### src/rpqp_pkg.sv
package rpqp_pkg;

   // line geometry
   localparam int MAX_LINE_PIXELS = 1024;
   localparam int COL_W           = $clog2(MAX_LINE_PIXELS + 1);

   // register file
   localparam int CSR_INDEX_W = 3;
   localparam int CSR_DATA_W  = 24;

   typedef enum logic [CSR_INDEX_W-1:0] {
      CSR_PALETTE0 = 3'd0,
      CSR_PALETTE1 = 3'd1,
      CSR_PALETTE2 = 3'd2,
      CSR_PALETTE3 = 3'd3,
      CSR_CODES    = 3'd4,
      CSR_FILL     = 3'd5,
      CSR_WIDTH    = 3'd6
   } csr_index_type;

   // reset values of the registers
   localparam logic [23:0] PALETTE0_RESET = 24'h000000;
   localparam logic [23:0] PALETTE1_RESET = 24'hFFFFFF;
   localparam logic [23:0] PALETTE2_RESET = 24'hFFDC00;
   localparam logic [23:0] PALETTE3_RESET = 24'hC80000;
   localparam logic [7:0]  CODES_RESET    = 8'hE4;
   localparam logic [1:0]  FILL_RESET     = 2'd1;
   localparam logic [10:0] WIDTH_RESET    = 11'd648;

   // reciprocals for floor(v*255/31) and floor(v*255/63), exact over the input range
   localparam logic [31:0] SCALE5 = 32'd255 * 32'd33826;
   localparam logic [31:0] SCALE6 = 32'd255 * 32'd16645;
   localparam int          RECIP_SHIFT = 20;

   typedef logic [23:0] rgb_type;

   // widen a 5-bit channel to 8 bits, truncating
   function automatic logic [7:0] widen5(input logic [4:0] v);
      logic [31:0] p;
      p = {27'd0, v} * SCALE5;
      return p[RECIP_SHIFT+7:RECIP_SHIFT];
   endfunction

   // widen a 6-bit channel to 8 bits, truncating
   function automatic logic [7:0] widen6(input logic [5:0] v);
      logic [31:0] p;
      p = {26'd0, v} * SCALE6;
      return p[RECIP_SHIFT+7:RECIP_SHIFT];
   endfunction

   // squared difference of two 8-bit channels
   function automatic logic [15:0] sq_diff(input logic [7:0] a, input logic [7:0] b);
      logic [7:0] d;
      d = (a > b) ? (a - b) : (b - a);
      return {8'd0, d} * {8'd0, d};
   endfunction

   // squared distance between a pixel and a palette colour
   function automatic logic [17:0] colour_dist(input rgb_type px, input rgb_type pal);
      return {2'd0, sq_diff(px[23:16], pal[23:16])}
           + {2'd0, sq_diff(px[15:8],  pal[15:8])}
           + {2'd0, sq_diff(px[7:0],   pal[7:0])};
   endfunction

endpackage

### src/rgb565_palette_quantize_pack_top.sv
// Palette quantiser and 2-bit packer. Takes one RGB565 pixel per clock on the req_ channel
// while req_stall is low, widens it to 8-bit RGB, picks the nearest of four palette colours
// (squared distance, lower entry wins ties) and packs the entry's panel code four to a byte,
// first pixel in bits 7:6. A byte appears on the rsp_ channel after every fourth kept pixel,
// and at the last kept pixel of a line (padded with the fill code, last_of_line set). Pixels
// past line_width are dropped. One item per clock is sustained while rsp_stall is low, set
// by the single pass from the input register through the four distance units to the result
// register. Registers are to be written through csr_ only while no item is in flight; the
// block does not enforce this. csr_ready is always high.
module rgb565_palette_quantize_pack_top
   import rpqp_pkg::*;
(
   input  logic                   clock,
   input  logic                   reset,
   input  logic                   req_valid,
   output logic                   req_stall,
   input  logic [15:0]            req_pixel_rgb565,
   input  logic                   req_line_end,
   output logic                   rsp_valid,
   input  logic                   rsp_stall,
   output logic [7:0]             rsp_packed_byte,
   output logic [7:0]             rsp_byte_column,
   output logic                   rsp_last_of_line,
   input  logic                   csr_valid,
   output logic                   csr_ready,
   input  logic [CSR_INDEX_W-1:0] csr_index,
   input  logic [CSR_DATA_W-1:0]  csr_data
);

   // configuration registers
   rgb_type     palette_ff [4];
   logic [7:0]  codes_ff;
   logic [1:0]  fill_ff;
   logic [10:0] width_ff;

   // input register
   logic        s1_valid_ff, s1_valid_in;
   logic [15:0] s1_pixel_ff;
   logic        s1_end_ff;

   // line state
   logic [COL_W-1:0] column_ff, column_in;
   logic [5:0]       partial_ff, partial_in;
   logic [1:0]       pending_ff, pending_in;

   // result register
   logic       rsp_valid_ff, rsp_valid_in;
   logic [7:0] byte_ff;
   logic [7:0] bcol_ff;
   logic       last_ff;

   logic             out_free;
   logic             s1_done;
   logic [COL_W-1:0] width_eff;
   logic             keep;
   logic             last;
   logic             emit;
   rgb_type          px_rgb;
   logic [17:0]      pal_dist [4];
   logic [1:0]       best;
   logic [1:0]       code;
   logic [7:0]       packed_byte;

   assign csr_ready = 1'b1;

   // register writes
   always_ff @(posedge clock) begin
      if (reset) begin
         palette_ff[0] <= PALETTE0_RESET;
         palette_ff[1] <= PALETTE1_RESET;
         palette_ff[2] <= PALETTE2_RESET;
         palette_ff[3] <= PALETTE3_RESET;
         codes_ff      <= CODES_RESET;
         fill_ff       <= FILL_RESET;
         width_ff      <= WIDTH_RESET;
      end else if (csr_valid) begin
         case (csr_index)
            CSR_PALETTE0: palette_ff[0] <= csr_data[23:0];
            CSR_PALETTE1: palette_ff[1] <= csr_data[23:0];
            CSR_PALETTE2: palette_ff[2] <= csr_data[23:0];
            CSR_PALETTE3: palette_ff[3] <= csr_data[23:0];
            CSR_CODES:    codes_ff      <= csr_data[7:0];
            CSR_FILL:     fill_ff       <= csr_data[1:0];
            CSR_WIDTH:    width_ff      <= csr_data[10:0];
            default: begin
            end
         endcase
      end
   end

   // widen and find the nearest palette entry
   always_comb begin
      px_rgb = {widen5(s1_pixel_ff[15:11]), widen6(s1_pixel_ff[10:5]),
                widen5(s1_pixel_ff[4:0])};
      for (int i = 0; i < 4; i++) begin
         pal_dist[i] = colour_dist(px_rgb, palette_ff[i]);
      end
   end

   always_comb begin
      logic [1:0]  lo_idx, hi_idx;
      logic [17:0] lo_d, hi_d;
      lo_idx = (pal_dist[0] <= pal_dist[1]) ? 2'd0 : 2'd1;
      lo_d   = (pal_dist[0] <= pal_dist[1]) ? pal_dist[0] : pal_dist[1];
      hi_idx = (pal_dist[2] <= pal_dist[3]) ? 2'd2 : 2'd3;
      hi_d   = (pal_dist[2] <= pal_dist[3]) ? pal_dist[2] : pal_dist[3];
      best   = (lo_d <= hi_d) ? lo_idx : hi_idx;
      code   = codes_ff[{best, 1'b0} +: 2];
   end

   // packing and line bookkeeping
   always_comb begin
      width_eff = (width_ff > COL_W'(MAX_LINE_PIXELS)) ? COL_W'(MAX_LINE_PIXELS) : width_ff;
      keep      = column_ff < width_eff;
      last      = s1_end_ff || ((column_ff + 1'b1) == width_eff);
      emit      = s1_valid_ff && keep && ((pending_ff == 2'd3) || last);

      case (pending_ff)
         2'd0:    packed_byte = {code, fill_ff, fill_ff, fill_ff};
         2'd1:    packed_byte = {partial_ff[1:0], code, fill_ff, fill_ff};
         2'd2:    packed_byte = {partial_ff[3:0], code, fill_ff};
         default: packed_byte = {partial_ff, code};
      endcase

      column_in  = column_ff;
      partial_in = partial_ff;
      pending_in = pending_ff;
      if (s1_done) begin
         if (s1_end_ff) begin
            column_in  = '0;
            partial_in = '0;
            pending_in = '0;
         end else if (keep) begin
            column_in = column_ff + 1'b1;
            if (emit) begin
               partial_in = '0;
               pending_in = '0;
            end else begin
               partial_in = {partial_ff[3:0], code};
               pending_in = pending_ff + 1'b1;
            end
         end
      end
   end

   // handshake between the stages
   assign out_free     = !rsp_valid_ff || !rsp_stall;
   assign s1_done      = s1_valid_ff && (!emit || out_free);
   assign req_stall    = s1_valid_ff && !s1_done;
   assign s1_valid_in  = req_valid ? 1'b1 : (s1_valid_ff && !s1_done);
   assign rsp_valid_in = emit && out_free ? 1'b1 : (rsp_valid_ff && rsp_stall);

   // control registers
   always_ff @(posedge clock) begin
      if (reset) begin
         s1_valid_ff  <= 1'b0;
         rsp_valid_ff <= 1'b0;
         column_ff    <= '0;
         partial_ff   <= '0;
         pending_ff   <= '0;
      end else begin
         s1_valid_ff  <= s1_valid_in;
         rsp_valid_ff <= rsp_valid_in;
         column_ff    <= column_in;
         partial_ff   <= partial_in;
         pending_ff   <= pending_in;
      end
   end

   // payload registers
   always_ff @(posedge clock) begin
      if (req_valid && !req_stall) begin
         s1_pixel_ff <= req_pixel_rgb565;
         s1_end_ff   <= req_line_end;
      end
      if (emit && out_free) begin
         byte_ff <= packed_byte;
         bcol_ff <= column_ff[9:2];
         last_ff <= last;
      end
   end

   assign rsp_valid        = rsp_valid_ff;
   assign rsp_packed_byte  = byte_ff;
   assign rsp_byte_column  = bcol_ff;
   assign rsp_last_of_line = last_ff;

   // checks
   a_column_bound: assert property (@(posedge clock) disable iff (reset)
      column_ff <= COL_W'(MAX_LINE_PIXELS))
      else $error("column count beyond the line limit");

   a_pending_aligned: assert property (@(posedge clock) disable iff (reset)
      pending_ff != 2'd0 |-> column_ff[1:0] == pending_ff)
      else $error("pending pixel count out of step with the column");

   a_emit_lands: assert property (@(posedge clock) disable iff (reset)
      s1_done && emit |=> rsp_valid_ff)
      else $error("emitted byte did not reach the result register");

   a_no_overwrite: assert property (@(posedge clock) disable iff (reset)
      rsp_valid_ff && rsp_stall |-> !(s1_done && emit))
      else $error("result overwritten while stalled");

endmodule

### config.mk
export PLATFORM = sky130hd
export DESIGN_NAME = rgb565_palette_quantize_pack_top
export DESIGN_NICKNAME = d
export VERILOG_FILES = /design/src/rpqp_pkg.sv /design/src/rgb565_palette_quantize_pack_top.sv
export SDC_FILE = /design/constraint.sdc
export NUM_CORES = 2
export LEC_CHECK = 0
export BUFFER_PORTS_ARGS = -buffer_cell sky130_fd_sc_hd__buf_2
export CELL_PAD_IN_SITES_DETAIL_PLACEMENT = 2
export CELL_PAD_IN_SITES_GLOBAL_PLACEMENT = 2
export CORE_AREA = 2 2 376 303
export CTS_BUF_LIST = sky130_fd_sc_hd__clkbuf_4
export DETAILED_ROUTE_END_ITERATION = 12
export DIE_AREA = 0 0 378 305
export GPL_ROUTABILITY_DRIVEN = 1
export PLACE_DENSITY_LB_ADDON = 0.1
export RECOVER_POWER = 25
export SLEW_MARGIN = 10
export SYNTH_ARGS = -nofsm -noshare
export SYNTH_HDL_FRONTEND = slang
export SYNTH_SLANG_ARGS = --single-unit
### constraint.sdc
create_clock -name clock -period 14 [get_ports clock]
set_input_delay 0.7 -clock clock [delete_from_list [all_inputs] [get_ports clock]]
set_output_delay 0.7 -clock clock [all_outputs]
set_load 0.03 [all_outputs]
==> impl_metrics.json <==
{
  "status": "complete, but fails checks",
  "failed_checks": "capacitance limit, slew limit, setup timing",
  "routed-wl-met3_mm": 15.32,
  "cp_slowest_cell": "fa_1",
  "cts_hold_buf": 0,
  "synth_edf_count": 130,
  "post-place-ws_ps": -2417,
  "critPathRequiredTime_ps": 14570,
  "cp_common_cell": "fa_1",
  "max-cap-violations": 3,
  "final_common_cell": "buf_4",
  "layout.area.seq_mm2": 0.004745,
  "antenna_found_initial": 8,
  "grt_max_degree": 38,
  "cpLargestDelayFamily": "adder cells",
  "synthesis.nets": 6099,
  "synth_area_per_cell_um2": 9.069,
  "port-buffer-count": 67,
  "tightestPinTransition_ps": 2172,
  "clkLatencyLatePin_ps": 740,
  "synthFlopType": "edfxtp_1",
  "slew_viol_final": 83,
  "ys.warnings.count": 0,
  "top_layer": "met5",
  "area_growth_pct": 32.28,
  "async_reset_ff_frac": 0,
  "die_w_um": 378,
  "syn_area_mm2": 0.04318,
  "viasPerCell": 5.796,
  "rrSetupSlack_ps": -3240,
  "route.detailed.wl_per_inst_um": 33.07,
  "slowest_delay_ps": 610,
  "track_usage": 0.3455,
  "dieArea_mm2": 0.1153,
  "final_nets": 7277,
  "min-delay-path-class": "input pin to flop",
  "drt_pass1_iterations": 5,
  "io_pins": 69,
  "wl_met2_mm": 122.8,
  "clockRootBuffer": "clkbuf_4",
  "period_share": 1.231,
  "fin_crit_ps": 17240,
  "startpoint_type": "flop",
  "slew_headroom": -0.4482,
  "setup_slack_ps": -3239,
  "arrival_ps": 17810,
  "final_cell_mix": "1,126 x buf_4, 1,071 x inv_1, 645 x ha_1",
  "fillers": 11900,
  "grt_pass1_vias": 48040,
  "finClkSkew_ps": 58.36,
  "setup_violations": 10,
  "tritoncts": "built",
  "path_buf_inv": 19,
  "dr_total_vias": 43280,
  "tns_ps": -31530,
  "drt_iter0_markers": 2745,
  "core_area_mm2": 0.1118,
  "multi_input_area_mm2": 0.03612,
  "overflow": 0,
  "drc": 0,
  "crit_type": "flop to flop",
  "ant_nets": 0,
  "numCtsBuffers": 17,
  "grt_pass1_wl_mm": 301.6,
  "cp_max_fo": 7,
  "start_util": 0.3863,
  "clock_sinks": 172,
  "h-tree-depth": 4,
  "dpl_cell_area_mm2": 0.05374,
  "final_layout_size_suffix_gt1_frac": 0.2981,
  "routed_wl_mm": 247.0,
  "hpwl_mm": 158.1,
  "finalHoldViolations": 0,
  "synth-seq-cells": 172,
  "wl_met1_mm": 89.70,
  "max_freq_ghz": 0.05801,
  "seq_area_frac_synth": 0.1099,
  "end_kind": "flop",
  "clockBufferDepth": 2,
  "postLayoutCellArea_mm2": 0.05711,
  "cts.clk_slew.worst_paths_ps": 230,
  "die_h_um": 305,
  "ys_types": 111,
  "synth_cells": 4761,
  "rsz0062_at_grt": "true",
  "gp_congestion": 0.8876,
  "rows": 110
}
routing by layer:
metal  global-route usage  up-vias
li1                     -    17720
met1               0.4255    22440
met2               0.6218     2024
met3              0.04413     1093
met4               0.1099       10
met5                    0        -
final timing paths:
check / start / to / depth (start not counted)
worst min-delay path: req_pixel_rgb565[0] / s1_pixel_ff[0] / 1
worst max-delay path: s1_pixel_ff[4] / rsp_packed_byte[7] / 67
worst min register to register: width_ff[0] / width_ff[0] / 2
worst max register to register: s1_pixel_ff[4] / rsp_packed_byte[7] / 67
final cells by class:
type,count,area share
timing repair buffer,1260,0.1725
inverter,1110,0.07304
clock inverter,15,0.003527
sequential,172,0.08307
multi-input combinational,3378,0.6324
clock buffer,17,0.002235
antenna,4,0.0001753
tap,1512,0.03312
cell usage after synthesis (23+ instances only):
library cell  instances  area [um2]
a21oi_1             172       860.8
or2_2                67       419.2
o21bai_1             24       180.2
nand2b_1             83       519.3
o211ai_1             26       195.2
o21a_1               31       232.7
nand4_1              45       281.5
inv_1              1101        4133
nand2_1             219       822.0
ha_1                687        8596
nor2_1              328        1231
xor2_1               57       499.2
clkbuf_1             58       217.7
dfxtp_1              42       840.8
mux2_2               36       405.4
a21o_1               76       570.6
nor3_1               85       425.4
fa_1                602       12050
edfxtp_1            130        3904
xnor2_1             104       910.9
and2_1               42       262.8
mux2i_1              76       760.7
a211o_1              23       201.4
o21ai_0             106       530.5
nand3_1              63       315.3
a31oi_1              23       143.9
and3_1               59       369.1
or3_1                38       237.7
buf_2                33       165.2
nor2b_1              43       269.0
logic make-up after synthesis:
kind of cell	after synthesis	share of synthesized area
buffers and inverters	1211	0.1075
other	1	0.00008685
DFF	172	0.1099
and+or+nand+nor	1132	0.1318
adders and majority gates	1289	0.4782
AOI/OAI and AO/OA	670	0.1082
muxes	116	0.02805
xor gates and xnor gates	170	0.03622
worst register-to-register path, delay by kind of cell, from the launching register on:
kind | cells | cell delay, ps
AOI/OAI and AO/OA | 19 | 4490
xor gates and xnor gates | 3 | 890
adders and majority gates | 15 | 6440
buffers and inverters | 19 | 2540
DFF | 1 | 500
muxes | 2 | 580
and+or+nand+nor | 9 | 1630
per-stage QoR:
step                hold WS (ps)  utilization  cells
finish                     130.4       0.5111   7468
global route               140.7       0.5110   7465
CTS                        155.3       0.4967   7396
detailed placement         458.5       0.4809   7303
global placement           442.8       0.4809   7303
floorplan                  431.4            -   4761
sequential cells by signal, summed over array words and instances, names as in the netlist:
signal and count:
rsp_byte_column 8, width_ff 11, rsp_last_of_line 1, rsp_valid 1, s1_valid_ff 1, pending_ff 2, palette_ff 96, s1_pixel_ff 16
codes_ff 8, column_ff 11, s1_end_ff 1, rsp_packed_byte 8, partial_ff 6, fill_ff 2
timing repair:
item / CTS / global route
pin swaps: 96 / 149
cloned: 3 / 0
endpoints found under the hold margin: 0 / 0
setup buffers: 60 / 70
resized for setup: 174 / 214
endpoints found under the setup margin: 10 / 10
Power is not shown: default switching activity piles up to over one toggle a cycle in this logic, so the estimate is an artifact.
